===== config.mk =====
export PLATFORM = sky130hd
export DESIGN_NAME = crc16_packet_framer_unit_flat
export DESIGN_NICKNAME = d
export VERILOG_FILES = /design/src/rtl/cpf_pkg.sv /design/src/rtl/cpf_if.sv /design/src/rtl/cpf_front.sv /design/src/rtl/cpf_queue.sv /design/src/rtl/cpf_back.sv /design/src/rtl/crc16_packet_framer_unit.sv /design/src/flat_wrapper.sv
export SDC_FILE = /design/constraint.sdc
export NUM_CORES = 1
export LEC_CHECK = 0
export BUFFER_PORTS_ARGS = -buffer_cell sky130_fd_sc_hd__buf_2
export CAP_MARGIN = 20
export CORE_MARGIN = 10
export CORE_UTILIZATION = 27
export DETAILED_ROUTE_END_ITERATION = 6
export GPL_ROUTABILITY_DRIVEN = 0
export GPL_TIMING_DRIVEN = 0
export PLACE_DENSITY = 0.4
export SLEW_MARGIN = 5
export SYNTH_ARGS = -nofsm -noshare
export SYNTH_HDL_FRONTEND = slang
export SYNTH_SLANG_ARGS = --single-unit

===== constraint.sdc =====
create_clock -name clk -period 8.1 [get_ports clk]
set_input_delay 1.215 -clock clk [delete_from_list [all_inputs] [get_ports clk]]
set_output_delay 1.215 -clock clk [all_outputs]
set_load 0.1 [all_outputs]

===== src/rtl/cpf_pkg.sv =====
// Shared types, constants and the CRC byte update of the CRC-16 packet framer.
// Depends on nothing; every other file of the framer refers to it by scoped names.
`timescale 1ns / 1ps

package cpf_pkg;

  localparam int MAX_PAYLOAD_DEF = 255;
  localparam int PREFIX_MAX_DEF  = 8;

  localparam int PREFIX_BYTES_N  = 8;
  localparam int CFG_INDEX_W     = 2;
  localparam int CFG_DATA_W      = 64;
  localparam int QUEUE_DEPTH     = 2;

  localparam logic [CFG_INDEX_W-1:0] CFG_PREFIX_BYTES = 2'd0;
  localparam logic [CFG_INDEX_W-1:0] CFG_PREFIX_COUNT = 2'd1;
  localparam logic [CFG_INDEX_W-1:0] CFG_CRC_SEED     = 2'd2;

  localparam logic [15:0] CRC_POLY       = 16'h8408;
  localparam logic [15:0] CRC_SEED_RESET = 16'hFFFF;
  localparam logic [3:0]  PREFIX_COUNT_RESET = 4'd1;
  localparam logic [7:0]  CHAR_CR        = 8'h0D;
  localparam logic [7:0]  CHAR_LF        = 8'h0A;

  typedef struct packed {
    logic [PREFIX_BYTES_N-1:0][7:0] prefix_bytes;
    logic [3:0]                     prefix_count;
    logic [15:0]                    crc_seed;
  } cfg_t;

  // One classified request: which parts of the frame it produces.
  typedef struct packed {
    logic        start;
    logic        pay;
    logic        stop;
    logic [15:0] mtype;
    logic [7:0]  mlen;
    logic [7:0]  pbyte;
  } job_t;

  // Reflected CCITT update, least significant bit first.
  function automatic logic [15:0] crc_byte(input logic [15:0] crc, input logic [7:0] b);
    logic [15:0] c;
    c = crc ^ {8'h00, b};
    for (int k = 0; k < 8; k++) begin
      if (c[0]) begin
        c = (c >> 1) ^ CRC_POLY;
      end else begin
        c = c >> 1;
      end
    end
    return c;
  endfunction

endpackage


===== src/rtl/cpf_if.sv =====
// Channel interfaces of the CRC-16 packet framer: input, result and configuration.
// Depends on cpf_pkg for the configuration port widths.
`timescale 1ns / 1ps

interface cpf_in_if;
  logic        valid;
  logic        ready;
  logic        frame_start;
  logic        frame_stop;
  logic [15:0] message_type;
  logic [7:0]  payload_length;
  logic        byte_present;
  logic [7:0]  payload_byte;

  modport source (output valid, frame_start, frame_stop, message_type, payload_length,
                  byte_present, payload_byte, input ready);
  modport sink   (input valid, frame_start, frame_stop, message_type, payload_length,
                  byte_present, payload_byte, output ready);
endinterface

interface cpf_out_if;
  logic       valid;
  logic       ready;
  logic [7:0] line_byte;
  logic       run_last;
  logic       frame_last;

  modport source (output valid, line_byte, run_last, frame_last, input ready);
  modport sink   (input valid, line_byte, run_last, frame_last, output ready);
endinterface

interface cpf_cfg_if;
  logic                             valid;
  logic                             ready;
  logic [cpf_pkg::CFG_INDEX_W-1:0]  index;
  logic [cpf_pkg::CFG_DATA_W-1:0]   data;

  modport source (output valid, index, data, input ready);
  modport sink   (input valid, index, data, output ready);
endinterface


===== src/rtl/cpf_front.sv =====
// Front end of the framer: accepts requests, tracks frame state and classifies each request.
// Depends on cpf_pkg and cpf_in_if; feeds cpf_queue.
`timescale 1ns / 1ps

module cpf_front #(
  parameter int MAX_PAYLOAD = cpf_pkg::MAX_PAYLOAD_DEF
) (
  input  logic          clk,
  input  logic          rst_n,
  cpf_in_if.sink        in_ch,
  input  logic          q_full,
  output logic          q_push,
  output cpf_pkg::job_t q_job
);

  localparam int BT_W = $clog2(MAX_PAYLOAD + 1);

  logic            in_frame_r, in_frame_nxt;
  logic [BT_W-1:0] bytes_taken_r, bytes_taken_nxt;
  logic            accept;
  logic            open;
  logic            room;

  assign in_ch.ready = !q_full;
  assign accept      = in_ch.valid && in_ch.ready;

  always_comb begin
    open = in_ch.frame_start || in_frame_r;
    // A start clears the count, so there is always room for its byte.
    room = in_ch.frame_start || (bytes_taken_r < BT_W'(MAX_PAYLOAD));

    q_job.start = in_ch.frame_start;
    q_job.pay   = open && in_ch.byte_present && room;
    q_job.stop  = open && in_ch.frame_stop;
    q_job.mtype = in_ch.message_type;
    q_job.mlen  = in_ch.payload_length;
    q_job.pbyte = in_ch.payload_byte;

    q_push = accept && (q_job.start || q_job.pay || q_job.stop);

    in_frame_nxt    = in_frame_r;
    bytes_taken_nxt = bytes_taken_r;
    if (accept) begin
      in_frame_nxt    = open && !in_ch.frame_stop;
      bytes_taken_nxt = (in_ch.frame_start ? '0 : bytes_taken_r) + BT_W'(q_job.pay);
    end
  end

  always_ff @(posedge clk) begin
    if (!rst_n) begin
      in_frame_r    <= 1'b0;
      bytes_taken_r <= '0;
    end else begin
      in_frame_r    <= in_frame_nxt;
      bytes_taken_r <= bytes_taken_nxt;
    end
  end

endmodule


===== src/rtl/cpf_queue.sv =====
// Short request queue between the front end and the byte sequencer of the framer.
// Depends on cpf_pkg for the request type and depth.
`timescale 1ns / 1ps

module cpf_queue (
  input  logic          clk,
  input  logic          rst_n,
  input  logic          push,
  input  cpf_pkg::job_t push_job,
  output logic          full,
  input  logic          pop,
  output logic          head_valid,
  output cpf_pkg::job_t head_job
);

  localparam int PTR_W = $clog2(cpf_pkg::QUEUE_DEPTH);
  localparam int CNT_W = $clog2(cpf_pkg::QUEUE_DEPTH + 1);

  cpf_pkg::job_t mem_r [cpf_pkg::QUEUE_DEPTH];
  logic [PTR_W-1:0] wr_ptr_r, rd_ptr_r;
  logic [CNT_W-1:0] cnt_r;

  assign full       = (cnt_r == CNT_W'(cpf_pkg::QUEUE_DEPTH));
  assign head_valid = (cnt_r != '0);
  assign head_job   = mem_r[rd_ptr_r];

  always_ff @(posedge clk) begin
    if (push) begin
      mem_r[wr_ptr_r] <= push_job;
    end
  end

  always_ff @(posedge clk) begin
    if (!rst_n) begin
      wr_ptr_r <= '0;
      rd_ptr_r <= '0;
      cnt_r    <= '0;
    end else begin
      if (push) begin
        wr_ptr_r <= (wr_ptr_r == PTR_W'(cpf_pkg::QUEUE_DEPTH - 1)) ? '0 : wr_ptr_r + 1'b1;
      end
      if (pop) begin
        rd_ptr_r <= (rd_ptr_r == PTR_W'(cpf_pkg::QUEUE_DEPTH - 1)) ? '0 : rd_ptr_r + 1'b1;
      end
      cnt_r <= cnt_r + CNT_W'(push) - CNT_W'(pop);
    end
  end

`ifndef SYNTHESIS
  a_no_overflow: assert property (@(posedge clk) disable iff (!rst_n)
    push |-> !full) else $error("request queue written while full");
  a_no_underflow: assert property (@(posedge clk) disable iff (!rst_n)
    pop |-> head_valid) else $error("request queue read while empty");
  a_count_bound: assert property (@(posedge clk) disable iff (!rst_n)
    cnt_r <= CNT_W'(cpf_pkg::QUEUE_DEPTH)) else $error("request queue count out of range");
`endif

endmodule


===== src/rtl/cpf_back.sv =====
// Byte sequencer of the framer: expands each queued request into prefix, header,
// payload and trailer bytes, keeps the running CRC and drives the output register.
// Depends on cpf_pkg and cpf_out_if.
`timescale 1ns / 1ps

module cpf_back #(
  parameter int PREFIX_MAX = cpf_pkg::PREFIX_MAX_DEF
) (
  input  logic          clk,
  input  logic          rst_n,
  input  cpf_pkg::cfg_t cfg,
  input  logic          head_valid,
  input  cpf_pkg::job_t head_job,
  output logic          pop,
  cpf_out_if.source     out_ch
);

  localparam int SUB_MAX = (PREFIX_MAX > 4) ? PREFIX_MAX : 4;
  localparam int SUB_W   = $clog2(SUB_MAX);

  localparam logic [2:0] PH_BEGIN  = 3'd0;
  localparam logic [2:0] PH_PREFIX = 3'd1;
  localparam logic [2:0] PH_HDR    = 3'd2;
  localparam logic [2:0] PH_PAY    = 3'd3;
  localparam logic [2:0] PH_TRL    = 3'd4;

  logic [2:0]       phase_r, phase_nxt;
  logic [SUB_W-1:0] sub_r, sub_nxt;
  logic [15:0]      crc_r, crc_nxt;
  logic             out_valid_r, out_valid_nxt;
  logic [7:0]       out_byte_r, out_byte_nxt;
  logic             out_run_last_r, out_run_last_nxt;
  logic             out_frame_last_r, out_frame_last_nxt;

  logic [3:0]       pcnt;
  logic [2:0]       first_ph;
  logic [2:0]       ph;
  logic [SUB_W-1:0] s;
  logic [2:0]       pidx;
  logic             adv;
  logic             emit;
  logic             done;
  logic [7:0]       cur_byte;
  logic [2:0]       after_hdr;

  assign out_ch.valid      = out_valid_r;
  assign out_ch.line_byte  = out_byte_r;
  assign out_ch.run_last   = out_run_last_r;
  assign out_ch.frame_last = out_frame_last_r;

  always_comb begin
    pcnt = (cfg.prefix_count > 4'(PREFIX_MAX)) ? 4'(PREFIX_MAX) : cfg.prefix_count;

    if (head_job.start) begin
      first_ph = (pcnt != 4'd0) ? PH_PREFIX : PH_HDR;
    end else if (head_job.pay) begin
      first_ph = PH_PAY;
    end else begin
      first_ph = PH_TRL;
    end
    ph   = (phase_r == PH_BEGIN) ? first_ph : phase_r;
    s    = (phase_r == PH_BEGIN) ? '0 : sub_r;
    pidx = 3'(s);

    adv  = !out_valid_r || out_ch.ready;
    emit = head_valid && adv;

    after_hdr = head_job.pay ? PH_PAY : (head_job.stop ? PH_TRL : PH_BEGIN);

    cur_byte  = 8'h00;
    crc_nxt   = crc_r;
    phase_nxt = phase_r;
    sub_nxt   = sub_r;
    done      = 1'b0;

    case (ph)
      PH_PREFIX: begin
        cur_byte = cfg.prefix_bytes[pidx];
        if (4'(s) + 4'd1 == pcnt) begin
          phase_nxt = PH_HDR;
          sub_nxt   = '0;
        end else begin
          phase_nxt = PH_PREFIX;
          sub_nxt   = s + SUB_W'(1);
        end
      end
      PH_HDR: begin
        case (s)
          SUB_W'(0): cur_byte = head_job.mtype[7:0];
          SUB_W'(1): cur_byte = head_job.mtype[15:8];
          SUB_W'(2): cur_byte = head_job.mlen;
          default:   cur_byte = 8'h00;
        endcase
        // The header restarts the CRC from the seed.
        crc_nxt = cpf_pkg::crc_byte((s == '0) ? cfg.crc_seed : crc_r, cur_byte);
        if (s == SUB_W'(3)) begin
          phase_nxt = after_hdr;
          sub_nxt   = '0;
          done      = (after_hdr == PH_BEGIN);
        end else begin
          phase_nxt = PH_HDR;
          sub_nxt   = s + SUB_W'(1);
        end
      end
      PH_PAY: begin
        cur_byte  = head_job.pbyte;
        crc_nxt   = cpf_pkg::crc_byte(crc_r, cur_byte);
        phase_nxt = head_job.stop ? PH_TRL : PH_BEGIN;
        sub_nxt   = '0;
        done      = !head_job.stop;
      end
      PH_TRL: begin
        case (s)
          SUB_W'(0): cur_byte = crc_r[7:0];
          SUB_W'(1): cur_byte = crc_r[15:8];
          SUB_W'(2): cur_byte = cpf_pkg::CHAR_CR;
          default:   cur_byte = cpf_pkg::CHAR_LF;
        endcase
        if (s == SUB_W'(3)) begin
          phase_nxt = PH_BEGIN;
          sub_nxt   = '0;
          done      = 1'b1;
        end else begin
          phase_nxt = PH_TRL;
          sub_nxt   = s + SUB_W'(1);
        end
      end
      default: begin
        cur_byte = 8'h00;
      end
    endcase

    if (!emit) begin
      crc_nxt   = crc_r;
      phase_nxt = phase_r;
      sub_nxt   = sub_r;
      done      = 1'b0;
    end
    pop = done;

    out_valid_nxt      = out_valid_r;
    out_byte_nxt       = out_byte_r;
    out_run_last_nxt   = out_run_last_r;
    out_frame_last_nxt = out_frame_last_r;
    if (adv) begin
      out_valid_nxt = emit;
      if (emit) begin
        out_byte_nxt       = cur_byte;
        out_run_last_nxt   = done;
        out_frame_last_nxt = (ph == PH_TRL) && (s == SUB_W'(3));
      end
    end
  end

  always_ff @(posedge clk) begin
    if (!rst_n) begin
      phase_r     <= PH_BEGIN;
      sub_r       <= '0;
      out_valid_r <= 1'b0;
    end else begin
      phase_r     <= phase_nxt;
      sub_r       <= sub_nxt;
      out_valid_r <= out_valid_nxt;
    end
  end

  always_ff @(posedge clk) begin
    crc_r            <= crc_nxt;
    out_byte_r       <= out_byte_nxt;
    out_run_last_r   <= out_run_last_nxt;
    out_frame_last_r <= out_frame_last_nxt;
  end

`ifndef SYNTHESIS
  a_frame_last_closes_run: assert property (@(posedge clk) disable iff (!rst_n)
    out_valid_r && out_frame_last_r |-> out_run_last_r && (out_byte_r == cpf_pkg::CHAR_LF))
    else $error("frame end not marked as last byte of its request");
  a_job_held_midway: assert property (@(posedge clk) disable iff (!rst_n)
    phase_r != PH_BEGIN |-> head_valid)
    else $error("sequencer mid-request with an empty queue");
  a_pop_only_on_emit: assert property (@(posedge clk) disable iff (!rst_n)
    pop |-> emit) else $error("request retired without emitting its last byte");
`endif

endmodule


===== src/rtl/crc16_packet_framer_unit.sv =====
// Top level of the CRC-16 packet framer: configuration registers, front end,
// request queue and byte sequencer. Depends on cpf_pkg, cpf_if, cpf_front,
// cpf_queue and cpf_back.
`timescale 1ns / 1ps

// Usage
// The input channel in_ch takes one request per handshake. A request with
// frame_start opens a frame: the sequencer emits the prefix bytes, the message
// type and the length (each 16 bits, low byte first). A request with
// byte_present in an open frame forwards one payload byte (up to MAX_PAYLOAD),
// and frame_stop closes an open frame with the CRC (low byte first), carriage
// return and line feed. The result channel out_ch carries one byte per
// handshake; run_last marks the final byte of a request and frame_last the
// closing line feed. With the sequencer free, a request passes the queue write
// and then the output register before its first byte is on out_ch. The
// sequencer emits one byte per cycle while the receiver takes them, so a
// payload-only request yields one byte, and a request with a start yields the
// prefix bytes plus four header bytes, plus one for a byte and four for a stop.
// A two-entry queue lets the front end keep accepting while the sequencer works
// through a long request. When the receiver stalls, the output register holds
// its byte, the sequencer waits, and input ready falls once the queue is full.
// Reset (synchronous, active low) empties the queue, closes any open frame and
// restores the registers: zeroed prefix bytes, a prefix count of one, seed FFFF.
// Configuration writes on cfg_ch are always ready and belong in idle periods.

module crc16_packet_framer_unit #(
  parameter int MAX_PAYLOAD = cpf_pkg::MAX_PAYLOAD_DEF,
  parameter int PREFIX_MAX  = cpf_pkg::PREFIX_MAX_DEF
) (
  input  logic       clk,
  input  logic       rst_n,
  cpf_in_if.sink     in_ch,
  cpf_out_if.source  out_ch,
  cpf_cfg_if.sink    cfg_ch
);

  cpf_pkg::cfg_t cfg_r;
  logic          q_push;
  cpf_pkg::job_t q_job;
  logic          q_full;
  logic          q_pop;
  logic          head_valid;
  cpf_pkg::job_t head_job;

  // Register file: always ready, writes to unused indexes are dropped.
  assign cfg_ch.ready = 1'b1;

  always_ff @(posedge clk) begin
    if (!rst_n) begin
      cfg_r.prefix_bytes <= '0;
      cfg_r.prefix_count <= cpf_pkg::PREFIX_COUNT_RESET;
      cfg_r.crc_seed     <= cpf_pkg::CRC_SEED_RESET;
    end else if (cfg_ch.valid && cfg_ch.ready) begin
      case (cfg_ch.index)
        cpf_pkg::CFG_PREFIX_BYTES: cfg_r.prefix_bytes <= cfg_ch.data;
        cpf_pkg::CFG_PREFIX_COUNT: cfg_r.prefix_count <= cfg_ch.data[3:0];
        cpf_pkg::CFG_CRC_SEED:     cfg_r.crc_seed     <= cfg_ch.data[15:0];
        default: ;
      endcase
    end
  end

  // The front end decides which parts of the frame each request produces.
  cpf_front #(
    .MAX_PAYLOAD(MAX_PAYLOAD)
  ) u_front (
    .clk    (clk),
    .rst_n  (rst_n),
    .in_ch  (in_ch),
    .q_full (q_full),
    .q_push (q_push),
    .q_job  (q_job)
  );

  cpf_queue u_queue (
    .clk        (clk),
    .rst_n      (rst_n),
    .push       (q_push),
    .push_job   (q_job),
    .full       (q_full),
    .pop        (q_pop),
    .head_valid (head_valid),
    .head_job   (head_job)
  );

  // The sequencer turns each queued request into bytes and keeps the CRC.
  cpf_back #(
    .PREFIX_MAX(PREFIX_MAX)
  ) u_back (
    .clk        (clk),
    .rst_n      (rst_n),
    .cfg        (cfg_r),
    .head_valid (head_valid),
    .head_job   (head_job),
    .pop        (q_pop),
    .out_ch     (out_ch)
  );

endmodule

===== src/flat_wrapper.sv =====
// flat-port wrapper written by rule: the top's interface ports become plain ports
module crc16_packet_framer_unit_flat 
#(
  parameter int MAX_PAYLOAD = cpf_pkg::MAX_PAYLOAD_DEF,
  parameter int PREFIX_MAX  = cpf_pkg::PREFIX_MAX_DEF
)
  (clk, rst_n, in_ch_valid, in_ch_frame_start, in_ch_frame_stop, in_ch_message_type, in_ch_payload_length, in_ch_byte_present, in_ch_payload_byte, in_ch_ready, out_ch_valid, out_ch_line_byte, out_ch_run_last, out_ch_frame_last, out_ch_ready, cfg_ch_valid, cfg_ch_index, cfg_ch_data, cfg_ch_ready);
  cpf_in_if in_ch_i ();
  cpf_out_if out_ch_i ();
  cpf_cfg_if cfg_ch_i ();
  input  logic clk;
  input  logic rst_n;
  input wire logic [$bits(in_ch_i.valid)-1:0] in_ch_valid;
  input wire logic [$bits(in_ch_i.frame_start)-1:0] in_ch_frame_start;
  input wire logic [$bits(in_ch_i.frame_stop)-1:0] in_ch_frame_stop;
  input wire logic [$bits(in_ch_i.message_type)-1:0] in_ch_message_type;
  input wire logic [$bits(in_ch_i.payload_length)-1:0] in_ch_payload_length;
  input wire logic [$bits(in_ch_i.byte_present)-1:0] in_ch_byte_present;
  input wire logic [$bits(in_ch_i.payload_byte)-1:0] in_ch_payload_byte;
  output wire logic [$bits(in_ch_i.ready)-1:0] in_ch_ready;
  output wire logic [$bits(out_ch_i.valid)-1:0] out_ch_valid;
  output wire logic [$bits(out_ch_i.line_byte)-1:0] out_ch_line_byte;
  output wire logic [$bits(out_ch_i.run_last)-1:0] out_ch_run_last;
  output wire logic [$bits(out_ch_i.frame_last)-1:0] out_ch_frame_last;
  input wire logic [$bits(out_ch_i.ready)-1:0] out_ch_ready;
  input wire logic [$bits(cfg_ch_i.valid)-1:0] cfg_ch_valid;
  input wire logic [$bits(cfg_ch_i.index)-1:0] cfg_ch_index;
  input wire logic [$bits(cfg_ch_i.data)-1:0] cfg_ch_data;
  output wire logic [$bits(cfg_ch_i.ready)-1:0] cfg_ch_ready;
  assign in_ch_i.valid = in_ch_valid;
  assign in_ch_i.frame_start = in_ch_frame_start;
  assign in_ch_i.frame_stop = in_ch_frame_stop;
  assign in_ch_i.message_type = in_ch_message_type;
  assign in_ch_i.payload_length = in_ch_payload_length;
  assign in_ch_i.byte_present = in_ch_byte_present;
  assign in_ch_i.payload_byte = in_ch_payload_byte;
  assign in_ch_ready = in_ch_i.ready;
  assign out_ch_valid = out_ch_i.valid;
  assign out_ch_line_byte = out_ch_i.line_byte;
  assign out_ch_run_last = out_ch_i.run_last;
  assign out_ch_frame_last = out_ch_i.frame_last;
  assign out_ch_i.ready = out_ch_ready;
  assign cfg_ch_i.valid = cfg_ch_valid;
  assign cfg_ch_i.index = cfg_ch_index;
  assign cfg_ch_i.data = cfg_ch_data;
  assign cfg_ch_ready = cfg_ch_i.ready;
  crc16_packet_framer_unit #(.MAX_PAYLOAD(MAX_PAYLOAD), .PREFIX_MAX(PREFIX_MAX)) u_core (.clk(clk), .rst_n(rst_n), .in_ch(in_ch_i), .out_ch(out_ch_i), .cfg_ch(cfg_ch_i));
endmodule

# [After elaboration in Yosys (flattened, before gate mapping)]
# Memory sizes are Yosys's and may differ from the RTL's. A register that Yosys moved wholly into a read port is not among the register bits.
# Cells that the tools add are included.
[op_classes] addsub=7 magnitude_cmp=3 eq_ne=11 muxes=64 bitwise=18 n_reduce_logical=34
[ops] cell="16-bit 2-to-1 mux" n=31
[ops] cell="2-bit inverter with 3-bit output" n=16
[ops] cell="8-bit one-hot mux with 3 select lines" n=2
[ops] cell="16-bit one-hot mux with 2 select lines" n=1
[ops] cell="8-bit one-hot mux with 4 select lines" n=1
[ops] cell="16-bit by 8-bit bitwise XOR with 16-bit output" n=2
[ops] cell="3-bit 2-to-1 mux" n=10
[ops] cell="8-bit binary-select mux with 3-bit select" n=1
[ops] cell="8-bit 2-to-1 mux" n=3
[ops] cell="2-bit AND reduction" n=7
[ops] cell="3-bit by 2-bit equality test with 1-bit output, second input constant" n=4
[ops] cell="3-bit one-hot mux with 4 select lines" n=1
[ops] cell="3-bit zero test" n=3
[ops] cell="1-bit 2-to-1 mux" n=9
[ops] cell="3-bit one-hot mux with 3 select lines" n=1
[ops] cell="8-bit by 1-bit adder with 8-bit output" n=1
[ops] cell="1-bit logical AND" n=8
[ops] cell="8-bit less-than comparator, second input constant" n=1
[ops] cell="4-bit nonzero test" n=2
[ops] cell="3-bit by 1-bit equality test with 1-bit output, second input constant" n=2
[ops] cell="1-bit logical OR" n=5
[ops] cell="3-bit by 1-bit adder with 4-bit output, second input constant" n=1
[ops] cell="2-bit equality test, second input constant" n=2
[ops] cell="4-bit equality test" n=1
[ops] cell="other kinds (16)" n=22
[totals] regBits=130 mem_bits_rw=70 inputBits=106 out_inout_bits=13 n_memories=1
[memory_table] name="u_core.u_queue.mem_r" depth=2 word_bits=35 read_ports=1 rd_clocked_by_memory_dff=1 write_ports=1 line="cpf_queue.sv:19" rtl="cpf_pkg::job_t mem_r [cpf_pkg::QUEUE_DEPTH];"

# [Logic depth before layout (Yosys ltp)]
# Gate-level depths: netlist of run 1.
[logic_depth] ltp_word=33 mapped_depth=17

# [Modules after synthesis]
# From an unflattened synthesis of run 1, not the netlist that was laid out.
[unflattened] cells_unflattened=1079 hier_area_um2=11066.9
[by_module_without_submodules] module="cpf_back" n_inst=1 cells_each=480 area_per_inst_um2=3739.8 seq_area_each_um2=920.9
[by_module_without_submodules] module="crc16_packet_framer_unit" n_inst=1 cells_each=369 area_per_inst_um2=3618.5 seq_area_each_um2=1681.6
[by_module_without_submodules] module="cpf_queue" n_inst=1 cells_each=130 area_per_inst_um2=2907.8 seq_area_each_um2=2202.1
[by_module_without_submodules] module="cpf_front" n_inst=1 cells_each=100 area_per_inst_um2=800.8 seq_area_each_um2=180.2

# [Worst setup path before layout of run 1]
# Ideal clock, no wire load.
[synth_timing] path_kind="reg2reg" from="reg u_core.u_queue.cnt_r[0]" to="mem u_core.u_queue.mem_r[0][0] (netlist bit), enable pin" setup_time_ps=429 arrival_ps=3353 t_required_ps=7671 path_slack_ps=4319 path_stages_with_launch=6 synth_period_minus_slack_ps=3781 cell_sequence="dfxtp_1 > nand2b_1 > and2_1 > clkbuf_1 > o31ai_1 > nor2_1"
[synth_between] elab_chain_cells=6
[synth_lines] item="start: declaration" line="cpf_queue.sv:21" rtl="logic [CNT_W-1:0] cnt_r;"
[synth_lines] item="start signal: assignment" line="cpf_queue.sv:45" rtl="cnt_r <= cnt_r + CNT_W'(push) - CNT_W'(pop);"
[synth_lines] item="2-bit equality test" line="cpf_queue.sv:23" rtl="assign full = (cnt_r == CNT_W'(cpf_pkg::QUEUE_DEPTH));"
[synth_lines] item="1-bit zero test" line="cpf_front.sv:24" rtl="assign in_ch.ready = !q_full;"
[synth_lines] item="named net in_ch_ready" line="flat_wrapper.sv:20" rtl="output wire logic [$bits(in_ch_i.ready)-1:0] in_ch_ready;"
[synth_lines] item="1-bit logical AND" line="cpf_front.sv:25" rtl="assign accept = in_ch.valid && in_ch.ready;"
[synth_lines] item="1-bit logical AND" line="cpf_front.sv:39" rtl="q_push = accept && (q_job.start || q_job.pay || q_job.stop);"
[synth_lines] item="1-bit 2-to-1 mux" line="cpf_queue.sv:28" rtl="if (push) begin"
[synth_lines] item="1-bit 2-to-1 mux (implied by the code)" line="cpf_queue.sv:29" rtl="mem_r[wr_ptr_r] <= push_job;"
[synth_lines] item="end: declaration" line="cpf_queue.sv:19"
# The timed path passes the listed nets, and every way through them passes these cells.

# [Worst setup path in the final report of run 1]
[layout_timing] from="reg u_core.u_back.phase_r[1]" to="reg u_core.u_back.crc_r[0], data pin"
[layout_between] elab_chain_cells=23
[layout_lines] item="start: declaration" line="cpf_back.sv:27" rtl="logic [2:0] phase_r, phase_nxt;"
[layout_lines] item="start signal: assignment" line="cpf_back.sv:161" rtl="phase_r <= phase_nxt;"
[layout_lines] item="3-bit zero test" line="cpf_back.sv:61, cpf_back.sv:62"
[layout_lines] item="3-bit 2-to-1 mux" line="cpf_back.sv:62" rtl="s = (phase_r == PH_BEGIN) ? '0 : sub_r;"
[layout_lines] item="3-bit by 2-bit equality test with 1-bit output, or another cell as far along" line="cpf_back.sv:88" rtl="case (s)"
[layout_lines] item="8-bit one-hot mux with 3 select lines" line="cpf_back.sv:88"
[layout_lines] item="8-bit 2-to-1 mux" line="cpf_back.sv:76" rtl="case (ph)"
[layout_lines] item="16-bit by 8-bit bitwise XOR with 16-bit output" line="cpf_pkg.sv:44" rtl="c = crc ^ {8'h00, b};"
[layout_lines] item="2-bit inverter with 3-bit output (no line)"
[layout_lines] item="16-bit 2-to-1 mux" line="cpf_pkg.sv:46" rtl="if (c[0]) begin"
[layout_lines] item="(+7 left out)"
[layout_lines] item="16-bit 2-to-1 mux" line="cpf_pkg.sv:46"
[layout_lines] item="16-bit 2-to-1 mux" line="cpf_back.sv:76"
[layout_lines] item="16-bit 2-to-1 mux" line="cpf_pkg.sv:46"
[layout_lines] item="16-bit 2-to-1 mux" line="cpf_back.sv:76"
[layout_lines] item="16-bit 2-to-1 mux" line="cpf_pkg.sv:46"
[layout_lines] item="16-bit 2-to-1 mux" line="cpf_back.sv:76"
[layout_lines] item="16-bit 2-to-1 mux" line="cpf_pkg.sv:46"
[layout_lines] item="16-bit one-hot mux with 2 select lines (*)" line="cpf_back.sv:76"
[layout_lines] item="end signal: assignment" line="cpf_back.sv:168" rtl="crc_r <= crc_nxt;"
[layout_lines] item="end: declaration" line="cpf_back.sv:29" rtl="logic [15:0] crc_r, crc_nxt;"
# Mark *: on every way between the ends. The rest lies on a longest branch, timed or not. The select of a mux whose other input is x is not followed.
# A chain may end at the register's enable or synchronous reset.

==> results of run 1 <==
cell type report:
type                            count  area share (%)
Buffer                             63           2.236
Clock buffer                       36           5.857
Clock inverter                      9           1.044
Inverter                           10          0.3621
Multi-Input combinational cell    706           37.72
Sequential cell                   201           42.43
Tap cell                          461           4.909
Timing Repair Buffer              119           5.442
metal layers:
layer	wire length (um)	global-route usage [%]	vias to the layer above	share of wire, %
met3	1697	2.910	41	5.3
met4	539	3.027	0	1.7
li1	-	-	3789	-
met1	15260	19.26	3606	47
met2	14650	22.60	190	46
met5	0	0	-	0
metrics by stage:
| step | utilization (%) | std cells | worst slack, ns |
|---|---|---|---|
| final | 33.11 | 1605 | 3.364 |
| after global routing | 33.11 | 1605 | 2.907 |
| after CTS | 33.11 | 1605 | 3.308 |
| after detailed placement | 30.83 | 1560 | 3.344 |
| after global placement | 30.59 | 1557 | 2.903 |
| after floorplan | - | 980 | 4.319 |
logic make-up after synthesis:
kind of cell	synth area share (%)
adders and majority gates	1.290
muxes	7.432
xor gates and xnor gates	4.374
buffers and inverters	3.148
and+or+nand+nor	15.48
AOI/OAI and AO/OA	16.83
DFF	51.41
other	0.03867
cells in the final DEF (no fill, tap or decap), types with 37 or more instances in the layout:
| master | synthesis | final |
|---|---|---|
| a21boi_0 | 72 | 72 |
| buf_2 | 6 | 122 |
| nand2_1 | 225 | 225 |
| clkbuf_1 | 49 | 59 |
| a21oi_1 | 38 | 38 |
| nor2_1 | 39 | 37 |
| mux2i_1 | 37 | 37 |
| dfxtp_1 | 105 | 105 |
| edfxtp_1 | 96 | 96 |
power by group through the flow:
stage | Clock, W | Combinational [W] | Sequential (W)
CTS | 0.00115 | 0.00110 | 0.00128
global route | 0.00119 | 0.00120 | 0.00129
finish | 0.00111 | 0.00110 | 0.00128
global placement | 0 | 0.00109 | 0.00130
detailed placement | 0 | 0.00109 | 0.00130
floorplan | 0 | 0.000653 | 0.00141
flip-flops by register name, indices dropped and copies added, names as in the netlist, 2 cells and up, named ones only:
register                        cells
u_core.u_back.phase_r               3
u_core.u_back.out_ch.line_byte      8
u_core.u_back.sub_r                 3
u_core.u_queue.cnt_r                2
u_core.u_back.crc_r                16
u_core.u_queue.mem_r               70
u_core.cfg_r                       84
u_core.u_front.bytes_taken_r        8
worst min-delay path, stage by stage, from the launching register on:
cell	delay, ns
dfxtp_1	0.31
nand2_1	0.04
a21boi_0	0.06
final timing paths:
path | startpoint | endpoint | cells after the start
setup reg to reg | u_core.u_back.phase_r[1] | u_core.u_back.crc_r[0] | 11
setup / recovery | u_core.u_back.phase_r[1] | u_core.u_back.crc_r[0] | 11
hold / removal | u_core.cfg_r[60] | u_core.cfg_r[60] | 2
hold reg to reg | u_core.cfg_r[60] | u_core.cfg_r[60] | 2
==> results_dict.tcl, run 1 <==
set metrics [dict create \
    endpoint_kind "register" \
    synth_cells 980 \
    cts_buffers 25 \
    hp-class "reg -> reg" \
    power_leakage_nw 4.203 \
    whs_ns 0.4611 \
    cts_root_buffer "clkbuf_16" \
    swShare_pct 35.18 \
    syn2layout_area_growth_pct 21.16 \
    cpPeakStageDelay_ns 0.73 \
    hold_buffers 0 \
    grt_pass1_vias 7780 \
    placed_cell_area_um2 10940 \
    clkLatencyLatePin_ns 0.52 \
    critPathArrivalTime_ns 5.08 \
    critPathKind "reg -> reg" \
    vias_per_cell 4.751 \
    fillCellCount 3702 \
    grt_overflow_total 0 \
    cts.sinks 201 \
    clkPwrFrac_pct 31.9 \
    yosysWarnings 0 \
    ant_nets 0 \
    synth_top_area_cell "edfxtp_1" \
    clk_pin_slew_worst_paths_ns 0.06 \
    coreArea_um2 35480 \
    r2r_slack_ns 3.36 \
    power_per_cell_area_nw_per_um2 296.8 \
    path_buf_inv 3 \
    drc 0 \
    cp_common_cell "clkbuf_1" \
    antenna_found_initial 0 \
    crit_path_max_fanout 11 \
    path_delay_family "compound AO/OA/AOI/OAI gates" \
    setup_viol 0 \
    seq_area_frac_synth_pct 51.41 \
    syn_area_um2 9697 \
    cp_slowest_cell "o31ai_2" \
    dp_hpwl_mm 24.79 \
    status "complete, no violations" \
    internal-power_w 0.002260 \
    fin_crit_sh_pct 58.47 \
    synth_ff_type "dfxtp_1" \
    ys_top_cells_by_area "edfxtp_1 (30%), dfxtp_1 (22%), nand2_1 (8.7%), a21boi_0 (5.6%), mux2i_1 (3.8%)" \
    clock_skew_ns 0.009092 \
    nNetsFinal 1242 \
    hold_viol 0 \
    synth_cell_types 68 \
    port_buffers 116 \
    vias 7626 \
    avgRoutedWirePerCell_um 20.03 \
    max-slew-margin-rel_pct 23.12 \
    ff_latch_area_um2 4985 \
    die_area_um2 43890 \
    design_area_um2 11750 \
    crit_required_ns 8.44 \
    io-pin-count 119 \
    multi_input_area_um2 4432 \
    grt_start_max_net_pins 24 \
    grtUsageTotal_pct 14.15 \
    rows 69 \
    slew_violations 0 \
    start_util_pct 27.33 \
    synth_fp_nets 1096 \
    grt_pass1_wl_mm 48.68 \
    drt-initial-drc-count 533 \
    path_cells "buf_2, o31ai_2, clkbuf_1, ha_1, clkbuf_1, a222oi_1, nor2_1, xnor2_1, xnor2_2, o22ai_1, a221oi_1" \
    synth_commonest_cells "nand2_1 (225), dfxtp_1 (105), edfxtp_1 (96)" \
    fmax_ghz 0.2111 \
    start_kind "register" \
    min_period_ns 4.736 \
    synth-edff-count 96 \
    routed_wl_mm 32.15 \
    first_pass_iters 5 \
    power.switching_w 0.001227 \
    synth_seq_cells 201 \
    cts_max_level 1 \
    antenna_cells 0 \
    die_w_um 209.5 \
    cts_tree "done" \
    synth.avg_cell_area_um2 9.895 \
    async_flop_share_pct 0 \
    seqPwrFrac_pct 36.6 \
    ir_drop_uv 187.0 \
    worst_slew_pin_slew_ns 1.139 \
    cts_setup_buffers 0 \
    ctsResizeCount 0 \
    drive_above_1_share_pct 18.36 \
    synth.most_common_cell "nand2_1" \
    maxCapViolCount 0 \
    rsz0062_at_grt "no" \
    share_comb_of_total_power_pct 31.5 \
    synth_top_area_share_pct 29.73 \
    fin_setup_tns_ns 0 \
    power.total_w 0.003486 \
    cts_max_path_buffers 3 \
    die_h_um 209.5 \
]
Note: power is estimated with default switching activity, not from simulation.
==> run 2, diff against run 1 <==
ABC_AREA = 1   (was unset)
PLACE_DENSITY = 0.42   (was 0.4)
clock period = 4.15 ns   (was 8.1 ns; I/O delays follow)
==> results_dict.tcl, run 2 <==
set metrics [dict create \
    status "complete, no violations" \
    fin_util_pct 32.79 \
    setup_viol 0 \
    critPathArrivalTime_ns 3.72 \
    grt_start_max_net_pins 26 \
    largest_register_ffs 84 \
    fin_crit_sh_pct 83.03 \
    final_cell_mix "nand2_1 (324), buf_2 (130), nor2_1 (127), o21ai_0 (127), dfxtp_1 (105)" \
    power_per_cell_area_nw_per_um2 682.4 \
    clk_pin_slew_worst_paths_ns 0.06 \
    synth_compound_area_share_pct 12.20 \
    cts_tree "done" \
    synth_commonest_cells "nand2_1 (324), nor2_1 (130), o21ai_0 (127)" \
    hold_buffers 0 \
    max-slew-margin-rel_pct 40.82 \
    routed_wl_mm 33.38 \
    cp_common_cell "nand2_1" \
    ant_nets 0 \
    cts.sinks 201 \
    grt_pass1_wl_mm 50.61 \
    ys_top_cells_by_area "edfxtp_1 (29%), dfxtp_1 (21%), nand2_1 (12%), o21ai_0 (6.4%), nor2_1 (4.9%)" \
    synth-edff-count 96 \
    r2r_slack_ns 0.70 \
    grt_pass1_vias 8607 \
    hp-class "in -> reg" \
    syn2layout_area_growth_pct 19.93 \
    vias_per_cell 4.585 \
    synth_ff_type "dfxtp_1" \
    die_h_um 212.5 \
    start_kind "register" \
    cpPeakStageDelay_ns 0.51 \
    synth.avg_cell_area_um2 8.091 \
    ctsResizeCount 0 \
    path_delay_family "simple AND/OR/NAND/NOR gates" \
    die_w_um 212.5 \
    start_util_pct 27.34 \
    endpoint_kind "register" \
    largestRegisters "u_core.cfg_r: 84 flops, u_core.u_queue.mem_r: 70 flops, u_core.u_back.crc_r: 16 flops" \
    antenna_cells 0 \
    path_cells "nor2_2, nand2_4, nand2_2, buf_1, ha_1, buf_2, nand3_1, nand3_1, nand2_1, nand2_1, nand2_1, nand2_1, nand3_1, nand3_1, nand2_1" \
    fillCellCount 3935 \
    seq_area_frac_synth_pct 49.81 \
    stdcell_count 1867 \
    muxShareOfSynthArea_pct 0.2000 \
    die_area_um2 45170 \
    drive_above_1_share_pct 16.65 \
    cts_buffers 23 \
    syn_area_um2 10010 \
    worst_slew_pin_slew_ns 0.8801 \
    hold_viol 0 \
    synth_top_area_share_pct 28.80 \
    power.total_w 0.008191 \
    io-pin-count 119 \
    synth.most_common_cell "nand2_1" \
    synth_cells 1237 \
    rows 70 \
    crit_required_ns 4.42 \
    synth_cell_types 55 \
    synthAdderAreaFrac_pct 1.250 \
    yosysWarnings 0 \
    first_pass_iters 5 \
    clkLatencyLatePin_ns 0.53 \
    cts_root_buffer "clkbuf_16" \
    drc 0 \
    crit_path_max_fanout 11 \
    dp_hpwl_mm 25.75 \
    async_flop_share_pct 0 \
    cp_slowest_cell "buf_1" \
    avgRoutedWirePerCell_um 17.88 \
    maxCapViolCount 0 \
    fmax_ghz 0.2902 \
    path_buf_inv 2 \
    cts_max_level 1 \
    synth_fp_nets 1353 \
    vias 8561 \
    power_leakage_nw 5.242 \
    synth_seq_cells 201 \
    grtUsageTotal_pct 14.45 \
    antenna_found_initial 2 \
    nNetsFinal 1498 \
    rsz0062_at_grt "no" \
    slew_violations 0 \
    min_period_ns 3.446 \
    grt_overflow_total 0 \
    final_common_cell "nand2_1" \
    whs_ns 0.2981 \
    cts_setup_buffers 0 \
    coreArea_um2 36610 \
    port_buffers 116 \
    critPathKind "reg -> reg" \
    clock_skew_ns 0.02742 \
    synth_top_family_by_area "simple AND/OR/NAND/NOR gates" \
    dpl.cell_count 1825 \
    largest-register "u_core.cfg_r" \
    cts_max_path_buffers 3 \
    yosys.area_share.simple_pct 25.98 \
    synth_top_area_cell "edfxtp_1" \
    ir_drop_uv 452.4 \
    drt-initial-drc-count 528 \
    synth-xor-area-share_pct 3.213 \
]
run 2: per-layer routing:
| metal | part of all wire (%) | track usage [%] | up-vias |
|---|---|---|---|
| li1 | - | - | 4368 |
| met1 | 47 | 19.31 | 3999 |
| met2 | 47 | 23.55 | 155 |
| met3 | 4.4 | 2.503 | 35 |
| met4 | 1.9 | 3.767 | 4 |
| met5 | 0.13 | 0 | - |
run 2: path summary, 6_finish.rpt:
kind | from | to | cells past startpoint
worst min-delay path | in_ch_message_type[10] | u_core.u_queue.mem_r[1][26] | 1
worst max-delay path | u_core.u_back.phase_r[2] | u_core.u_back.crc_r[3] | 15
worst max register to register | u_core.u_back.phase_r[2] | u_core.u_back.crc_r[3] | 15
worst min register to register | u_core.u_front.bytes_taken_r[0] | u_core.u_front.bytes_taken_r[0] | 2
run 2: cells by family after synthesis:
logic type | count (synthesis)
buffers and inverters | 168
AND/OR/NAND/NOR | 597
flip-flops | 201
XOR/XNOR | 29
other | 1
AO/OA/AOI/OAI | 229
adder cells (fa/ha/maj) | 10
multiplexers | 2
run 2: report_power, final:
group	internal (W)	switching, W	total (W)
registers	0.00248	0.000133	0.00262
logic	0.00103	0.00254	0.00358
clock network	0.00116	0.000835	0.00200
total	0.00468	0.00351	0.00819
run 2: worst register-to-register path: cells and delay by family (launching register included):
| kind | cells | cell delay, ns |
|---|---|---|
| adders and majority gates | 1 | 0.49 |
| buffers and inverters | 2 | 0.84 |
| DFF | 1 | 0.34 |
| and+or+nand+nor | 12 | 1.52 |
run 2: through the flow:
stage	setup slack, ns	TNS, ns	area, um^2
2_1_floorplan	0.6374	0	10010
3_3_place_gp	-0.2985	-20.71	11170
3_5_place_dp	0.7095	0	11270
4_1_cts	0.6553	0	12000
5_1_grt	0.4726	0	12000
6_report	0.7043	0	12000
run 2: area by class of cell:
type	count	area, um^2	share of cell area, %
Buffer	57	311.5	2.596
Clock buffer	31	655.6	5.462
Clock inverter	11	77.57	0.6463
Inverter	111	420.4	3.503
Multi-Input combinational cell	868	4313	35.93
Sequential cell	201	4985	41.53
Tap cell	468	585.6	4.879
Timing Repair Buffer	120	654.4	5.452
==> run 3, diff against run 2 <==
ABC_AREA = 0   (was 1)
PLACE_DENSITY = 0.4   (was 0.42)
clock period = 3.3 ns   (was 4.15 ns; I/O delays follow)
==> results_dict.tcl, run 3 (synthesis gave the netlist of run 1 again) <==
set metrics [dict create \
    status "complete, no violations" \
    busiest_layer "met2" \
    clk_pin_slew_worst_paths_ns 0.06 \
    antenna_found_initial 1 \
    nNetsFinal 1255 \
    cpPeakStageDelay_ns 0.69 \
    cts_max_path_buffers 3 \
    hold_viol 0 \
    fmax_ghz 0.3096 \
    largest_register_ffs 84 \
    start_util_pct 27.33 \
    internal-power_w 0.005875 \
    path_delay_family "compound AO/OA/AOI/OAI gates" \
    hp-class "in -> reg" \
    clock_skew_ns 0.009620 \
    rows 69 \
    critPathKind "reg -> reg" \
    vias_per_cell 4.725 \
    syn2layout_area_growth_pct 25.55 \
    routed_wl_mm 32.57 \
    largestRegisters "u_core.cfg_r: 84 flops, u_core.u_queue.mem_r: 70 flops, u_core.u_back.crc_r: 16 flops" \
    power.switching_w 0.003153 \
    final_common_cell "nand2_1" \
    path_cells "or3_4, nand2_4, inv_6, buf_12, ha_4, a222oi_1, nor2_2, mux2i_2, xnor2_2, buf_6, xor2_1, a221oi_2" \
    grtUsageTotal_pct 14.32 \
    endpoint_kind "register" \
    fin_crit_sh_pct 97.88 \
    setup_viol 0 \
    grt_pass1_wl_mm 49.19 \
    path_buf_inv 3 \
    min_period_ns 3.230 \
    die_area_um2 43890 \
    first_pass_iters 5 \
    fin_util_pct 34.31 \
    power_leakage_nw 4.386 \
    drc 0 \
    cts_root_buffer "clkbuf_16" \
    antenna_cells 0 \
    seqPwrFrac_pct 34.8 \
    maxCapViolCount 0 \
    setup_ws_ns 0.07001 \
    start_kind "register" \
    die_h_um 209.5 \
    drt-initial-drc-count 498 \
    port_buffers 116 \
    share_comb_of_total_power_pct 32.8 \
    grt_use_met2_pct 23.45 \
    die_w_um 209.5 \
    slew_violations 0 \
    final_cell_mix "nand2_1 (224), buf_2 (117), dfxtp_1 (102)" \
    gr-usage-met1_pct 19.20 \
    r2r_slack_ns 0.07 \
    cp_slowest_cell "a222oi_1" \
    cts_tree "done" \
    worst_slew_pin_slew_ns 1.066 \
    io-pin-count 119 \
    place_ws_ns -1.492 \
    crit_required_ns 3.55 \
    crit_path_max_fanout 6 \
    swShare_pct 34.93 \
    drive_above_1_share_pct 23.32 \
    power_per_cell_area_nw_per_um2 741.6 \
    cts.sinks 201 \
    grtUsageMet3_pct 2.658 \
    ir_drop_uv 528.8 \
    grt_overflow_total 0 \
    clkPwrFrac_pct 32.4 \
    cts_max_level 1 \
    grt_start_max_net_pins 26 \
    rsz0062_at_grt "yes" \
    cts_buffers 25 \
    avgRoutedWirePerCell_um 20.12 \
    dp_hpwl_mm 24.73 \
    vias 7649 \
    clkLatencyLatePin_ns 0.53 \
    coreArea_um2 35480 \
    max-slew-margin-rel_pct 28.40 \
    stdcell_count 1619 \
    largest-register "u_core.cfg_r" \
    dpl.cell_count 1560 \
    grt_pass1_vias 7906 \
    critPathArrivalTime_ns 3.48 \
    ant_nets 0 \
    fillCellCount 3700 \
]
[run 3: per-layer routing]
layer	vias to the layer above	share of wire (%)
met5	-	0.040
met4	2	1.6
met3	40	4.6
met2	170	46
met1	3614	48
li1	3823	-
[run 3: final cells by class]
type	count	area, um^2	share of cell area, %
Inverter	10	47.55	0.3905
Sequential cell	201	4994	41.02
Multi-Input combinational cell	706	4614	37.90
Timing Repair Buffer	136	775.7	6.372
Clock buffer	35	713.2	5.858
Buffer	59	287.8	2.364
Clock inverter	11	165.2	1.357
Tap cell	461	576.8	4.738
[run 3: path summary, 6_finish.rpt]
path | start | end | depth (start not counted)
worst max-delay path | u_core.u_back.phase_r[0] | u_core.u_back.crc_r[7] | 12
worst min-delay path | in_ch_payload_length[3] | u_core.u_queue.mem_r[1][11] | 1
worst max register to register | u_core.u_back.phase_r[0] | u_core.u_back.crc_r[7] | 12
worst min register to register | u_core.cfg_r[70] | u_core.cfg_r[70] | 2
[run 3: power by group through the flow]
| stage | clock (W) | sequential, W | combinational (W) |
|---|---|---|---|
| after floorplan | 0 | 0.00346 | 0.00161 |
| after global placement | 0 | 0.00319 | 0.00268 |
| after detailed placement | 0 | 0.00318 | 0.00270 |
| after CTS | 0.00300 | 0.00314 | 0.00285 |
| after global routing | 0.00312 | 0.00317 | 0.00320 |
| final | 0.00292 | 0.00314 | 0.00296 |
[run 3: what timing repair did]
action | CTS | global route
hold buffers | 0 | 0
buffers inserted | 10 | 7
resized for setup | 40 | 20
pin swaps | 11 | 13
setup endpoints to repair | 28 | 15
[run 3: per-stage QoR]
step | hold slack (ns) | power [W] | instance area, um^2 | setup TNS, ns
detailed placement | 0.4585 | 0.005882 | 10940 | -28.01
global route | 0.1257 | 0.009489 | 12170 | -0.08928
global placement | 0.4526 | 0.005871 | 10870 | -45.79
finish | 0.1559 | 0.009028 | 12170 | 0
floorplan | 0.4389 | 0.005074 | 9714 | 0
CTS | 0.1339 | 0.009000 | 12030 | 0
